===== src/rtl/core/pepq_pkg.sv =====
`timescale 1ns / 1ps
`default_nettype none
// ----------------------------------------------------------------------------
// pepq_pkg
// shared types and constants of the entry pool queue manager
// ----------------------------------------------------------------------------
package pepq_pkg;

   localparam int MaxEntries = 32;
   localparam int NumQueues  = 8;
   localparam int EntryWidth = 5;
   localparam int IdxWidth   = 6;
   localparam int QueueWidth = 3;
   localparam int StepWidth  = 6;

   typedef logic [IdxWidth-1:0]   idx_type;
   typedef logic [EntryWidth-1:0] entry_type;
   typedef logic [QueueWidth-1:0] queue_type;

   localparam idx_type IDX_NONE = idx_type'(MaxEntries);

   typedef enum logic [3:0] {
      OP_ALLOC        = 4'd0,
      OP_FREE         = 4'd1,
      OP_CLEAR_QUEUE  = 4'd2,
      OP_QUEUE_EMPTY  = 4'd3,
      OP_ENQUEUE      = 4'd4,
      OP_PEEK         = 4'd5,
      OP_POP          = 4'd6,
      OP_REMOVE       = 4'd7,
      OP_NO_CHILDREN  = 4'd8,
      OP_ADD_CHILD    = 4'd9,
      OP_REMOVE_CHILD = 4'd10,
      OP_DETACH       = 4'd11
   } op_type;

   typedef enum logic [2:0] {
      ST_IDLE,
      ST_LOAD,
      ST_WALK,
      ST_READ,
      ST_WRITE,
      ST_DONE
   } state_type;

   typedef struct packed {
      logic accept;
      logic load;
      logic walk;
      logic read;
      logic write;
      logic out_load;
   } dp_cmd_type;

   typedef struct packed {
      logic is_walk;
      logic needs_cut;
      logic needs_write;
      logic tgt_ok;
      logic walk_hit;
      logic walk_end;
   } dp_stat_type;

endpackage
`default_nettype wire


===== src/rtl/core/pepq_ctrl.sv =====
`timescale 1ns / 1ps
`default_nettype none
// ----------------------------------------------------------------------------
// pepq_ctrl
// sequencer: accepts a word, steps the datapath through its phases
// ----------------------------------------------------------------------------
module pepq_ctrl (
   input  wire                  clock,
   input  wire                  reset,
   input  wire                  req_valid,
   output logic                 req_stall,
   output logic                 rsp_valid,
   input  wire                  rsp_stall,
   output pepq_pkg::dp_cmd_type cmd,
   input  wire pepq_pkg::dp_stat_type stat
);

   pepq_pkg::state_type state_ff, state_in;
   logic                rsp_valid_ff, rsp_valid_in;
   logic                out_free;

   assign out_free  = !rsp_valid_ff || !rsp_stall;
   assign req_stall = (state_ff != pepq_pkg::ST_IDLE);
   assign rsp_valid = rsp_valid_ff;

   always_comb begin
      state_in = state_ff;
      case (state_ff)
         pepq_pkg::ST_IDLE: begin
            if (req_valid) state_in = pepq_pkg::ST_LOAD;
         end
         pepq_pkg::ST_LOAD: begin
            if (stat.is_walk) state_in = pepq_pkg::ST_WALK;
            else if (stat.needs_cut && stat.tgt_ok) state_in = pepq_pkg::ST_READ;
            else if (stat.needs_write) state_in = pepq_pkg::ST_WRITE;
            else state_in = pepq_pkg::ST_DONE;
         end
         pepq_pkg::ST_WALK: begin
            if (stat.walk_hit) state_in = pepq_pkg::ST_READ;
            else if (stat.walk_end) state_in = pepq_pkg::ST_DONE;
         end
         pepq_pkg::ST_READ:  state_in = pepq_pkg::ST_WRITE;
         pepq_pkg::ST_WRITE: state_in = pepq_pkg::ST_DONE;
         pepq_pkg::ST_DONE: begin
            if (out_free) state_in = pepq_pkg::ST_IDLE;
         end
         default: state_in = pepq_pkg::ST_IDLE;
      endcase
   end

   always_comb begin
      cmd          = '0;
      rsp_valid_in = rsp_valid_ff && rsp_stall;
      case (state_ff)
         pepq_pkg::ST_IDLE:  cmd.accept = req_valid;
         pepq_pkg::ST_LOAD:  cmd.load = 1'b1;
         pepq_pkg::ST_WALK:  cmd.walk = 1'b1;
         pepq_pkg::ST_READ:  cmd.read = 1'b1;
         pepq_pkg::ST_WRITE: cmd.write = 1'b1;
         pepq_pkg::ST_DONE: begin
            if (out_free) begin
               cmd.out_load = 1'b1;
               rsp_valid_in = 1'b1;
            end
         end
         default: cmd = '0;
      endcase
   end

   always_ff @(posedge clock) begin
      if (reset) begin
         state_ff     <= pepq_pkg::ST_IDLE;
         rsp_valid_ff <= 1'b0;
      end else begin
         state_ff     <= state_in;
         rsp_valid_ff <= rsp_valid_in;
      end
   end

endmodule
`default_nettype wire


===== src/rtl/core/pepq_datapath.sv =====
`timescale 1ns / 1ps
`default_nettype none
// ----------------------------------------------------------------------------
// pepq_datapath
// link tables, list heads, walk pointer and result registers
// ----------------------------------------------------------------------------
module pepq_datapath (
   input  wire                    clock,
   input  wire                    reset,
   input  wire pepq_pkg::dp_cmd_type cmd,
   output pepq_pkg::dp_stat_type  stat,
   input  wire [3:0]              req_operation,
   input  wire [4:0]              req_entry,
   input  wire [2:0]              req_queue_id,
   input  wire [4:0]              req_parent_entry,
   output logic                   rsp_found,
   output logic [4:0]             rsp_result_entry,
   output logic                   rsp_is_empty
);

   localparam int N = pepq_pkg::MaxEntries;
   localparam int Q = pepq_pkg::NumQueues;

   pepq_pkg::idx_type link_fwd_ff   [N];
   pepq_pkg::idx_type link_back_ff  [N];
   pepq_pkg::idx_type parent_ff     [N];
   pepq_pkg::idx_type child_first_ff[N];
   pepq_pkg::idx_type child_last_ff [N];
   pepq_pkg::idx_type sib_fwd_ff    [N];
   pepq_pkg::idx_type sib_back_ff   [N];
   pepq_pkg::idx_type q_first_ff    [Q];
   pepq_pkg::idx_type q_last_ff     [Q];
   pepq_pkg::idx_type free_top_ff, free_bot_ff;

   logic [3:0]          op_ff;
   pepq_pkg::entry_type e_ff, p_ff;
   pepq_pkg::queue_type q_ff;

   pepq_pkg::idx_type tgt_ff, tgt_in, par_ff, pv_ff, nx_ff, cur_ff;
   logic [pepq_pkg::StepWidth-1:0] steps_ff;
   logic found_ff, found_in, empty_ff, empty_in;
   pepq_pkg::entry_type res_ff;
   logic out_found_ff, out_empty_ff;
   pepq_pkg::entry_type out_res_ff;

   pepq_pkg::entry_type t5, h5, last5;
   pepq_pkg::idx_type   ap_last;

   assign t5 = tgt_ff[pepq_pkg::EntryWidth-1:0];
   assign h5 = (op_ff == pepq_pkg::OP_DETACH) ? par_ff[pepq_pkg::EntryWidth-1:0] : e_ff;

   // load phase decode and walk hit/end status
   always_comb begin
      tgt_in         = {1'b0, e_ff};
      stat.is_walk   = 1'b0;
      stat.needs_cut = 1'b0;
      stat.needs_write = 1'b0;
      found_in       = 1'b0;
      empty_in       = 1'b0;
      case (op_ff)
         pepq_pkg::OP_ALLOC: begin
            tgt_in = free_top_ff;
            stat.needs_cut = 1'b1;
         end
         pepq_pkg::OP_FREE, pepq_pkg::OP_CLEAR_QUEUE,
         pepq_pkg::OP_ENQUEUE, pepq_pkg::OP_ADD_CHILD: stat.needs_write = 1'b1;
         pepq_pkg::OP_QUEUE_EMPTY: empty_in = q_first_ff[q_ff][pepq_pkg::EntryWidth];
         pepq_pkg::OP_PEEK: tgt_in = q_first_ff[q_ff];
         pepq_pkg::OP_POP: begin
            tgt_in = q_first_ff[q_ff];
            stat.needs_cut = 1'b1;
         end
         pepq_pkg::OP_REMOVE: stat.is_walk = 1'b1;
         pepq_pkg::OP_NO_CHILDREN: empty_in = child_first_ff[e_ff][pepq_pkg::EntryWidth];
         pepq_pkg::OP_REMOVE_CHILD: begin
            tgt_in = child_first_ff[e_ff];
            stat.needs_cut = 1'b1;
         end
         pepq_pkg::OP_DETACH: begin
            tgt_in = parent_ff[e_ff][pepq_pkg::EntryWidth] ? pepq_pkg::IDX_NONE
                                                            : {1'b0, e_ff};
            stat.needs_cut = 1'b1;
         end
         default: tgt_in = pepq_pkg::IDX_NONE;
      endcase
      stat.tgt_ok = !tgt_in[pepq_pkg::EntryWidth];
      if ((op_ff == pepq_pkg::OP_PEEK) || stat.needs_cut) found_in = stat.tgt_ok;
      stat.walk_hit = !cur_ff[pepq_pkg::EntryWidth] &&
                      (cur_ff[pepq_pkg::EntryWidth-1:0] == e_ff) &&
                      (steps_ff != pepq_pkg::StepWidth'(N));
      stat.walk_end = cur_ff[pepq_pkg::EntryWidth] ||
                      (steps_ff == pepq_pkg::StepWidth'(N));
   end

   assign ap_last = (op_ff == pepq_pkg::OP_ADD_CHILD) ? child_last_ff[p_ff] : q_last_ff[q_ff];
   assign last5   = ap_last[pepq_pkg::EntryWidth-1:0];

   // request, walk, read and result registers
   always_ff @(posedge clock) begin
      if (cmd.accept) begin
         op_ff    <= req_operation;
         e_ff     <= req_entry;
         q_ff     <= req_queue_id;
         p_ff     <= req_parent_entry;
         found_ff <= 1'b0;
         empty_ff <= 1'b0;
         res_ff   <= '0;
      end
      if (cmd.load) begin
         tgt_ff   <= tgt_in;
         par_ff   <= parent_ff[e_ff];
         found_ff <= found_in;
         empty_ff <= empty_in;
         res_ff   <= found_in ? tgt_in[pepq_pkg::EntryWidth-1:0] : '0;
         cur_ff   <= q_first_ff[q_ff];
         steps_ff <= '0;
      end
      if (cmd.walk) begin
         if (stat.walk_hit) begin
            tgt_ff   <= {1'b0, e_ff};
            found_ff <= 1'b1;
            res_ff   <= e_ff;
         end else begin
            cur_ff   <= link_fwd_ff[cur_ff[pepq_pkg::EntryWidth-1:0]];
            steps_ff <= steps_ff + 1'b1;
         end
      end
      if (cmd.read) begin
         if ((op_ff == pepq_pkg::OP_REMOVE_CHILD) || (op_ff == pepq_pkg::OP_DETACH)) begin
            pv_ff <= sib_back_ff[t5];
            nx_ff <= sib_fwd_ff[t5];
         end else begin
            pv_ff <= link_back_ff[t5];
            nx_ff <= link_fwd_ff[t5];
         end
      end
      if (cmd.out_load) begin
         out_found_ff <= found_ff;
         out_res_ff   <= res_ff;
         out_empty_ff <= empty_ff;
      end
   end

   // link tables
   always_ff @(posedge clock) begin
      if (reset) begin
         for (int i = 0; i < N; i++) begin
            link_fwd_ff[i]    <= (i == 0) ? pepq_pkg::IDX_NONE : pepq_pkg::idx_type'(i - 1);
            link_back_ff[i]   <= pepq_pkg::idx_type'(i + 1);
            parent_ff[i]      <= pepq_pkg::IDX_NONE;
            child_first_ff[i] <= pepq_pkg::IDX_NONE;
            child_last_ff[i]  <= pepq_pkg::IDX_NONE;
            sib_fwd_ff[i]     <= pepq_pkg::IDX_NONE;
            sib_back_ff[i]    <= pepq_pkg::IDX_NONE;
         end
         for (int j = 0; j < Q; j++) begin
            q_first_ff[j] <= pepq_pkg::IDX_NONE;
            q_last_ff[j]  <= pepq_pkg::IDX_NONE;
         end
         free_top_ff <= pepq_pkg::idx_type'(N - 1);
         free_bot_ff <= '0;
      end else if (cmd.write) begin
         case (op_ff)
            pepq_pkg::OP_ALLOC: begin
               if (!pv_ff[pepq_pkg::EntryWidth]) link_fwd_ff[pv_ff[4:0]] <= nx_ff;
               else free_top_ff <= nx_ff;
               if (!nx_ff[pepq_pkg::EntryWidth]) link_back_ff[nx_ff[4:0]] <= pv_ff;
               else free_bot_ff <= pv_ff;
               link_fwd_ff[t5]    <= pepq_pkg::IDX_NONE;
               link_back_ff[t5]   <= pepq_pkg::IDX_NONE;
               parent_ff[t5]      <= pepq_pkg::IDX_NONE;
               child_first_ff[t5] <= pepq_pkg::IDX_NONE;
               child_last_ff[t5]  <= pepq_pkg::IDX_NONE;
               sib_fwd_ff[t5]     <= pepq_pkg::IDX_NONE;
               sib_back_ff[t5]    <= pepq_pkg::IDX_NONE;
            end
            pepq_pkg::OP_FREE: begin
               link_fwd_ff[e_ff]  <= free_top_ff;
               link_back_ff[e_ff] <= pepq_pkg::IDX_NONE;
               if (!free_top_ff[pepq_pkg::EntryWidth])
                  link_back_ff[free_top_ff[4:0]] <= {1'b0, e_ff};
               else free_bot_ff <= {1'b0, e_ff};
               free_top_ff <= {1'b0, e_ff};
            end
            pepq_pkg::OP_CLEAR_QUEUE: begin
               q_first_ff[q_ff] <= pepq_pkg::IDX_NONE;
               q_last_ff[q_ff]  <= pepq_pkg::IDX_NONE;
            end
            pepq_pkg::OP_ENQUEUE: begin
               link_back_ff[e_ff] <= ap_last;
               link_fwd_ff[e_ff]  <= pepq_pkg::IDX_NONE;
               if (!ap_last[pepq_pkg::EntryWidth]) link_fwd_ff[last5] <= {1'b0, e_ff};
               else q_first_ff[q_ff] <= {1'b0, e_ff};
               q_last_ff[q_ff] <= {1'b0, e_ff};
            end
            pepq_pkg::OP_POP, pepq_pkg::OP_REMOVE: begin
               if (!pv_ff[pepq_pkg::EntryWidth]) link_fwd_ff[pv_ff[4:0]] <= nx_ff;
               else q_first_ff[q_ff] <= nx_ff;
               if (!nx_ff[pepq_pkg::EntryWidth]) link_back_ff[nx_ff[4:0]] <= pv_ff;
               else q_last_ff[q_ff] <= pv_ff;
               link_fwd_ff[t5]  <= pepq_pkg::IDX_NONE;
               link_back_ff[t5] <= pepq_pkg::IDX_NONE;
            end
            pepq_pkg::OP_ADD_CHILD: begin
               parent_ff[e_ff]   <= {1'b0, p_ff};
               sib_back_ff[e_ff] <= ap_last;
               sib_fwd_ff[e_ff]  <= pepq_pkg::IDX_NONE;
               if (!ap_last[pepq_pkg::EntryWidth]) sib_fwd_ff[last5] <= {1'b0, e_ff};
               else child_first_ff[p_ff] <= {1'b0, e_ff};
               child_last_ff[p_ff] <= {1'b0, e_ff};
            end
            pepq_pkg::OP_REMOVE_CHILD, pepq_pkg::OP_DETACH: begin
               if (!pv_ff[pepq_pkg::EntryWidth]) sib_fwd_ff[pv_ff[4:0]] <= nx_ff;
               else child_first_ff[h5] <= nx_ff;
               if (!nx_ff[pepq_pkg::EntryWidth]) sib_back_ff[nx_ff[4:0]] <= pv_ff;
               else child_last_ff[h5] <= pv_ff;
               sib_fwd_ff[t5]  <= pepq_pkg::IDX_NONE;
               sib_back_ff[t5] <= pepq_pkg::IDX_NONE;
               parent_ff[t5]   <= pepq_pkg::IDX_NONE;
            end
            default: free_top_ff <= free_top_ff;
         endcase
      end
   end

   assign rsp_found        = out_found_ff;
   assign rsp_result_entry = out_res_ff;
   assign rsp_is_empty     = out_empty_ff;

endmodule
`default_nettype wire


===== src/rtl/core/process_entry_pool_queue_manager.sv =====
`timescale 1ns / 1ps
`default_nettype none
// ----------------------------------------------------------------------------
// process_entry_pool_queue_manager
// pool of 32 linked entries: free stack, 8 fifo queues and a parent/child tree
//
// request channel (req_*): one operation word with entry, queue and parent
// fields, taken when req_valid is high and req_stall is low.
// response channel (rsp_*): exactly one word per request with found,
// result_entry and is_empty, held while rsp_stall is high.
// one request is worked on at a time by a sequencer stepping the link tables:
// tests, peek and unknown codes go from load to the response register; free,
// clear, enqueue and add child write their links first; alloc, pop, remove
// first child and detach read and then write them (neither when there is
// nothing to take); remove given walks its queue one link per cycle, then
// reads and writes if it finds the entry. the next request is taken once its
// result is in the response register, even while that word is stalled.
// reset is synchronous: all lists return to their initial form (every entry
// on the free stack, highest on top) in the reset cycle itself.
// ----------------------------------------------------------------------------
module process_entry_pool_queue_manager (
   input  wire        clock,
   input  wire        reset,
   input  wire        req_valid,
   output logic       req_stall,
   input  wire [3:0]  req_operation,
   input  wire [4:0]  req_entry,
   input  wire [2:0]  req_queue_id,
   input  wire [4:0]  req_parent_entry,
   output logic       rsp_valid,
   input  wire        rsp_stall,
   output logic       rsp_found,
   output logic [4:0] rsp_result_entry,
   output logic       rsp_is_empty
);

   pepq_pkg::dp_cmd_type  cmd;
   pepq_pkg::dp_stat_type stat;

   pepq_ctrl u_ctrl (
      .clock     (clock),
      .reset     (reset),
      .req_valid (req_valid),
      .req_stall (req_stall),
      .rsp_valid (rsp_valid),
      .rsp_stall (rsp_stall),
      .cmd       (cmd),
      .stat      (stat)
   );

   pepq_datapath u_datapath (
      .clock            (clock),
      .reset            (reset),
      .cmd              (cmd),
      .stat             (stat),
      .req_operation    (req_operation),
      .req_entry        (req_entry),
      .req_queue_id     (req_queue_id),
      .req_parent_entry (req_parent_entry),
      .rsp_found        (rsp_found),
      .rsp_result_entry (rsp_result_entry),
      .rsp_is_empty     (rsp_is_empty)
   );

endmodule
`default_nettype wire


===== config.mk =====
export PLATFORM = sky130hd
export DESIGN_NAME = process_entry_pool_queue_manager
export DESIGN_NICKNAME = d
export VERILOG_FILES = /design/src/rtl/core/pepq_pkg.sv /design/src/rtl/core/pepq_ctrl.sv /design/src/rtl/core/pepq_datapath.sv /design/src/rtl/core/process_entry_pool_queue_manager.sv
export SDC_FILE = /design/constraint.sdc
export NUM_CORES = 2
export LEC_CHECK = 0
export ABC_CLOCK_PERIOD_IN_PS = 4000
export CAP_MARGIN = 0
export CORE_MARGIN = 10
export CORE_UTILIZATION = 66
export CTS_BUF_LIST = sky130_fd_sc_hd__clkbuf_8
export DETAILED_ROUTE_END_ITERATION = 6
export DONT_BUFFER_PORTS = 1
export PLACE_DENSITY = 0.88
export RECOVER_POWER = 100
export SETUP_SLACK_MARGIN = 0.05
export SKIP_LAST_GASP = 1
export SLEW_MARGIN = 5
export SYNTH_ARGS = -nofsm -noshare
export SYNTH_HDL_FRONTEND = slang
export SYNTH_SLANG_ARGS = --single-unit

===== constraint.sdc =====
create_clock -name clock -period 4 [get_ports clock]
set_clock_uncertainty 0.05 [all_clocks]
set_input_delay 0.4 -clock clock [delete_from_list [all_inputs] [get_ports clock]]
set_output_delay 0.4 -clock clock [all_outputs]
set_load 0.1 [all_outputs]

==> metrics.yaml <==
status:
  status: "complete, but fails checks"
  violations: "DRC, capacitance limit, slew limit, setup timing"
drt:
  vias_per_cell: 7.51
  num_vias: 56600
  firstDrtPassIters: 7
  ant_nets: 0
  wl_um: 239000
  wl_per_cell_um: 31.7
  drt_iter0_drc: 11100
  drcViolationCount: 28
yosys:
  synth_enable_flop_cells: 1482
  syn_nets: 5715
  synth.distinct_cells: 88
  synthArstFlopShare: 0
  synth_cells: 5692
  synth_area_mm2: 0.0761
  ys_ff_latch: 1528
  syn_area_per_cell_um2: 13.4
  synth_warnings: 0
  seq_area_frac_synth: 0.597
  synth-main-ff-cell: "edfxtp_1"
place:
  dp_slack_ps: -131
  place_congestion: 1.01
  io_buffer_count: 0
  place.detailed.hpwl_um: 157000
  dpl_cell_area_mm2: 0.0794
  dpl.cell_count: 7071
layout:
  drive_gt1_frac: 0.218
  instances_no_fill: 7537
  nFillCells: 6517
  nNetsFinal: 5839
  postLayoutCellArea_mm2: 0.0840
  area_delta_synth_final_pct: 10.3
global_route:
  antenna_found_initial: 27
  grt_first_pass_wirelength_um: 353000
  grt_usage: 0.359
  grt_pass1_vias: 55200
  grt_overflow_total: 0
  grt_max_degree: 189
clocking:
  cts_buffers: 231
  insertion_delay_ps: 990
  cts_sinks: 1528
  h-tree-depth: 4
  cts.reportedPaths.clkPinSlew_ps: 70
  clockBufferDepth: 3
  cts_tree: "built"
  cts-root-buf: "clkbuf_8"
timing:
  max_freq_mhz: 245
  rsz0062_at_grt: "yes"
  min_period_over_period: 1.02
  tightest_slew_ps: 1680
  hold_violations: 0
  setup_violations: 19
  maxSlewViolCount: 26
  slew_headroom: -0.122
  fin_crit_ps: 4080
  setup_slack_ps: -78.1
setup_path:
  cp_data_arrival_time_ps: 4590
  regToRegSetupSlack_ps: -80
  critPathKind: "reg -> reg"
  crit_fanout: 12
  worstRegToRegCells: 8
  cp.required_ps: 4510
  crit_slowest_cell: "edfxtp_1"
  startpoint_type: "register"
  reg2reg_to: "u_datapath.sib_back_ff[24][1]"
  cpPeakStageDelay_ps: 830
  cp_cell_sequence: "clkbuf_1 -> a21oi_1 -> nand2_1 -> or3_1 -> nor2_1 -> clkbuf_1 -> nor2_1 -> o21ai_0"
  critPathCaptureType: "register"
  rr_startpoint: "u_datapath.e_ff[1]"
  startpoint: "u_datapath.e_ff[1]"
die:
  initial_core_util: 0.666
  die_height_um: 360
  row_count: 124
  io_pins: 30
  core_area_mm2: 0.114
  die_area_mm2: 0.129
  die-width_um: 360
pwr:
  pwr_density_cell_mw_per_mm2: 507
  ir_drop_mv: 0.433
  p_leak_nw: 27.4
min_path:
  min_path_type: "in -> reg"
  hold_path.startpoint: "reset"
  holdPathStages: 2
  holdPathEnd: "u_datapath.sib_back_ff[7][2]"
job:
  maxCapViolations: 1
-- cell usage in the layout, fill, tap and decap left out, types with 50 or more instances in the layout --
master	count
a21oi_1	64
mux4_2	474
nor3_1	101
nor2_1	904
a31oi_1	50
nand2b_1	132
edfxtp_1	1482
nand3_1	145
mux2i_1	163
o22ai_1	119
a22oi_1	147
buf_4	349
or3_1	80
o21ai_0	106
nand2_1	392
a22o_1	163
and3_1	147
inv_1	93
clkinv_1	73
clkbuf_8	237
-- cell type report --
cell class / count / area, um^2 / share of cell area
tap: 1512 / 1890 / 0.0225
sequential: 1528 / 45400 / 0.541
multi-input combinational: 3595 / 28700 / 0.342
timing repair buffer: 425 / 3290 / 0.0392
inverter: 35 / 131 / 0.00156
antenna: 11 / 27.5 / 0.000328
clock inverter: 194 / 1200 / 0.0143
clock buffer: 237 / 3260 / 0.0388
-- logic make-up (layout without fill, tap and decap cells) --
kind of cell | after synthesis | after routing | share of synthesized area
compound gates | 818 | 818 | 0.0776
flops | 1528 | 1528 | 0.597
xor+xnor | 19 | 19 | 0.00219
simple gates | 2081 | 2081 | 0.127
other cells | 0 | 11 | 0
fa+ha+maj | 2 | 2 | 0.000329
mux | 675 | 675 | 0.167
buf+inv | 569 | 891 | 0.0293
-- how the worst max path moves through the flow --
stage	to	slack, ps	depth (start not counted)
finish	u_datapath.sib_back_ff[24][1]	-80	8
global route	u_datapath.res_ff[1]	-110	7
CTS	u_datapath.sib_fwd_ff[8][0]	140	13
detailed placement	u_datapath.child_first_ff[24][2]	-130	9
global placement	u_datapath.child_first_ff[22][2]	30	9
floorplan	u_datapath.sib_fwd_ff[6][0]	600	10
-- layer usage --
metal	part of all wire	routed length, um	GRT usage	vias up
li1	-	-	-	22400
met1	0.30	71200	0.439	26800
met2	0.46	109000	0.553	6075
met3	0.17	40400	0.126	1312
met4	0.076	18200	0.214	32
met5	0.00097	231	0.00222	-
-- synthesized netlist by cell type, types with 7 or more instances --
library cell | instances | area share
edfxtp_1 | 1482 | 0.58
nor2_1 | 908 | 0.045
mux4_2 | 474 | 0.14
clkbuf_1 | 429 | 0.021
nand2_1 | 393 | 0.019
mux2i_1 | 170 | 0.022
a22o_1 | 163 | 0.019
a22oi_1 | 159 | 0.016
and3_1 | 148 | 0.012
nand3_1 | 145 | 0.0095
nand2b_1 | 136 | 0.011
o22ai_1 | 119 | 0.0098
o21ai_0 | 106 | 0.0070
nor3_1 | 102 | 0.0067
or3_1 | 80 | 0.0066
a21oi_1 | 66 | 0.0043
buf_1 | 54 | 0.0027
a31oi_1 | 51 | 0.0042
dfxtp_1 | 46 | 0.012
buf_2 | 43 | 0.0028
or2_2 | 39 | 0.0032
nand4_1 | 37 | 0.0030
inv_1 | 33 | 0.0016
mux2_2 | 31 | 0.0046
a21o_1 | 23 | 0.0023
o31ai_1 | 22 | 0.0022
o32ai_1 | 18 | 0.0021
nor3_2 | 17 | 0.0022
nor2b_1 | 14 | 0.0012
and2_1 | 11 | 0.00090
nand3b_1 | 11 | 0.0011
xnor2_1 | 11 | 0.0013
nor4_1 | 9 | 0.00074
xor2_1 | 8 | 0.00092
a32oi_1 | 7 | 0.00081
or3b_2 | 7 | 0.00081
-- power breakdown --
group | total, mW | internal [mW] | leakage (nW) | switching (mW)
clock network | 12.7 | 6.23 | 2.50 | 6.51
registers | 18.8 | 18.1 | 14.5 | 0.715
logic | 11.1 | 4.65 | 10.4 | 6.41
total | 42.6 | 29.0 | 27.4 | 13.6
-- critical path, delay by kind of cell (launching register included) --
family | cells | cell delay, ps
and+or+nand+nor | 4 | 1170
buffers and inverters | 2 | 970
DFF | 1 | 830
AOI/OAI and AO/OA | 2 | 630
-- per-stage QoR --
step | utilization | hold WS (ps) | setup TNS, ps | total power, mW
global route | 0.734 | 45.7 | -1340 | 43.4
CTS | 0.736 | 3.29 | 0 | 42.0
finish | 0.734 | 60.1 | -827 | 42.6
detailed placement | 0.694 | 355 | -8640 | 29.6
floorplan | - | 350 | 0 | 25.8
global placement | 0.694 | 387 | 0 | 29.4
-- flip-flops by register name, summed over array words and instances (netlist names), 48 cells and up, named ones only --
register and flops:
u_datapath.child_first_ff 192, u_datapath.child_last_ff 192, u_datapath.link_back_ff 192, u_datapath.link_fwd_ff 192
u_datapath.parent_ff 192, u_datapath.q_first_ff 48, u_datapath.q_last_ff 48, u_datapath.sib_back_ff 192
u_datapath.sib_fwd_ff 192
-- repair_timing --
action                                  in CTS  in global routing
hold buffers                                22                  0
gates resized for setup                      6                 12
setup buffers                                2                  0
endpoints found under the setup margin     234                270
pin swaps                                    0                  0
hold endpoints to repair                  1161                  0
Note: power is estimated with default switching activity, not from simulation.
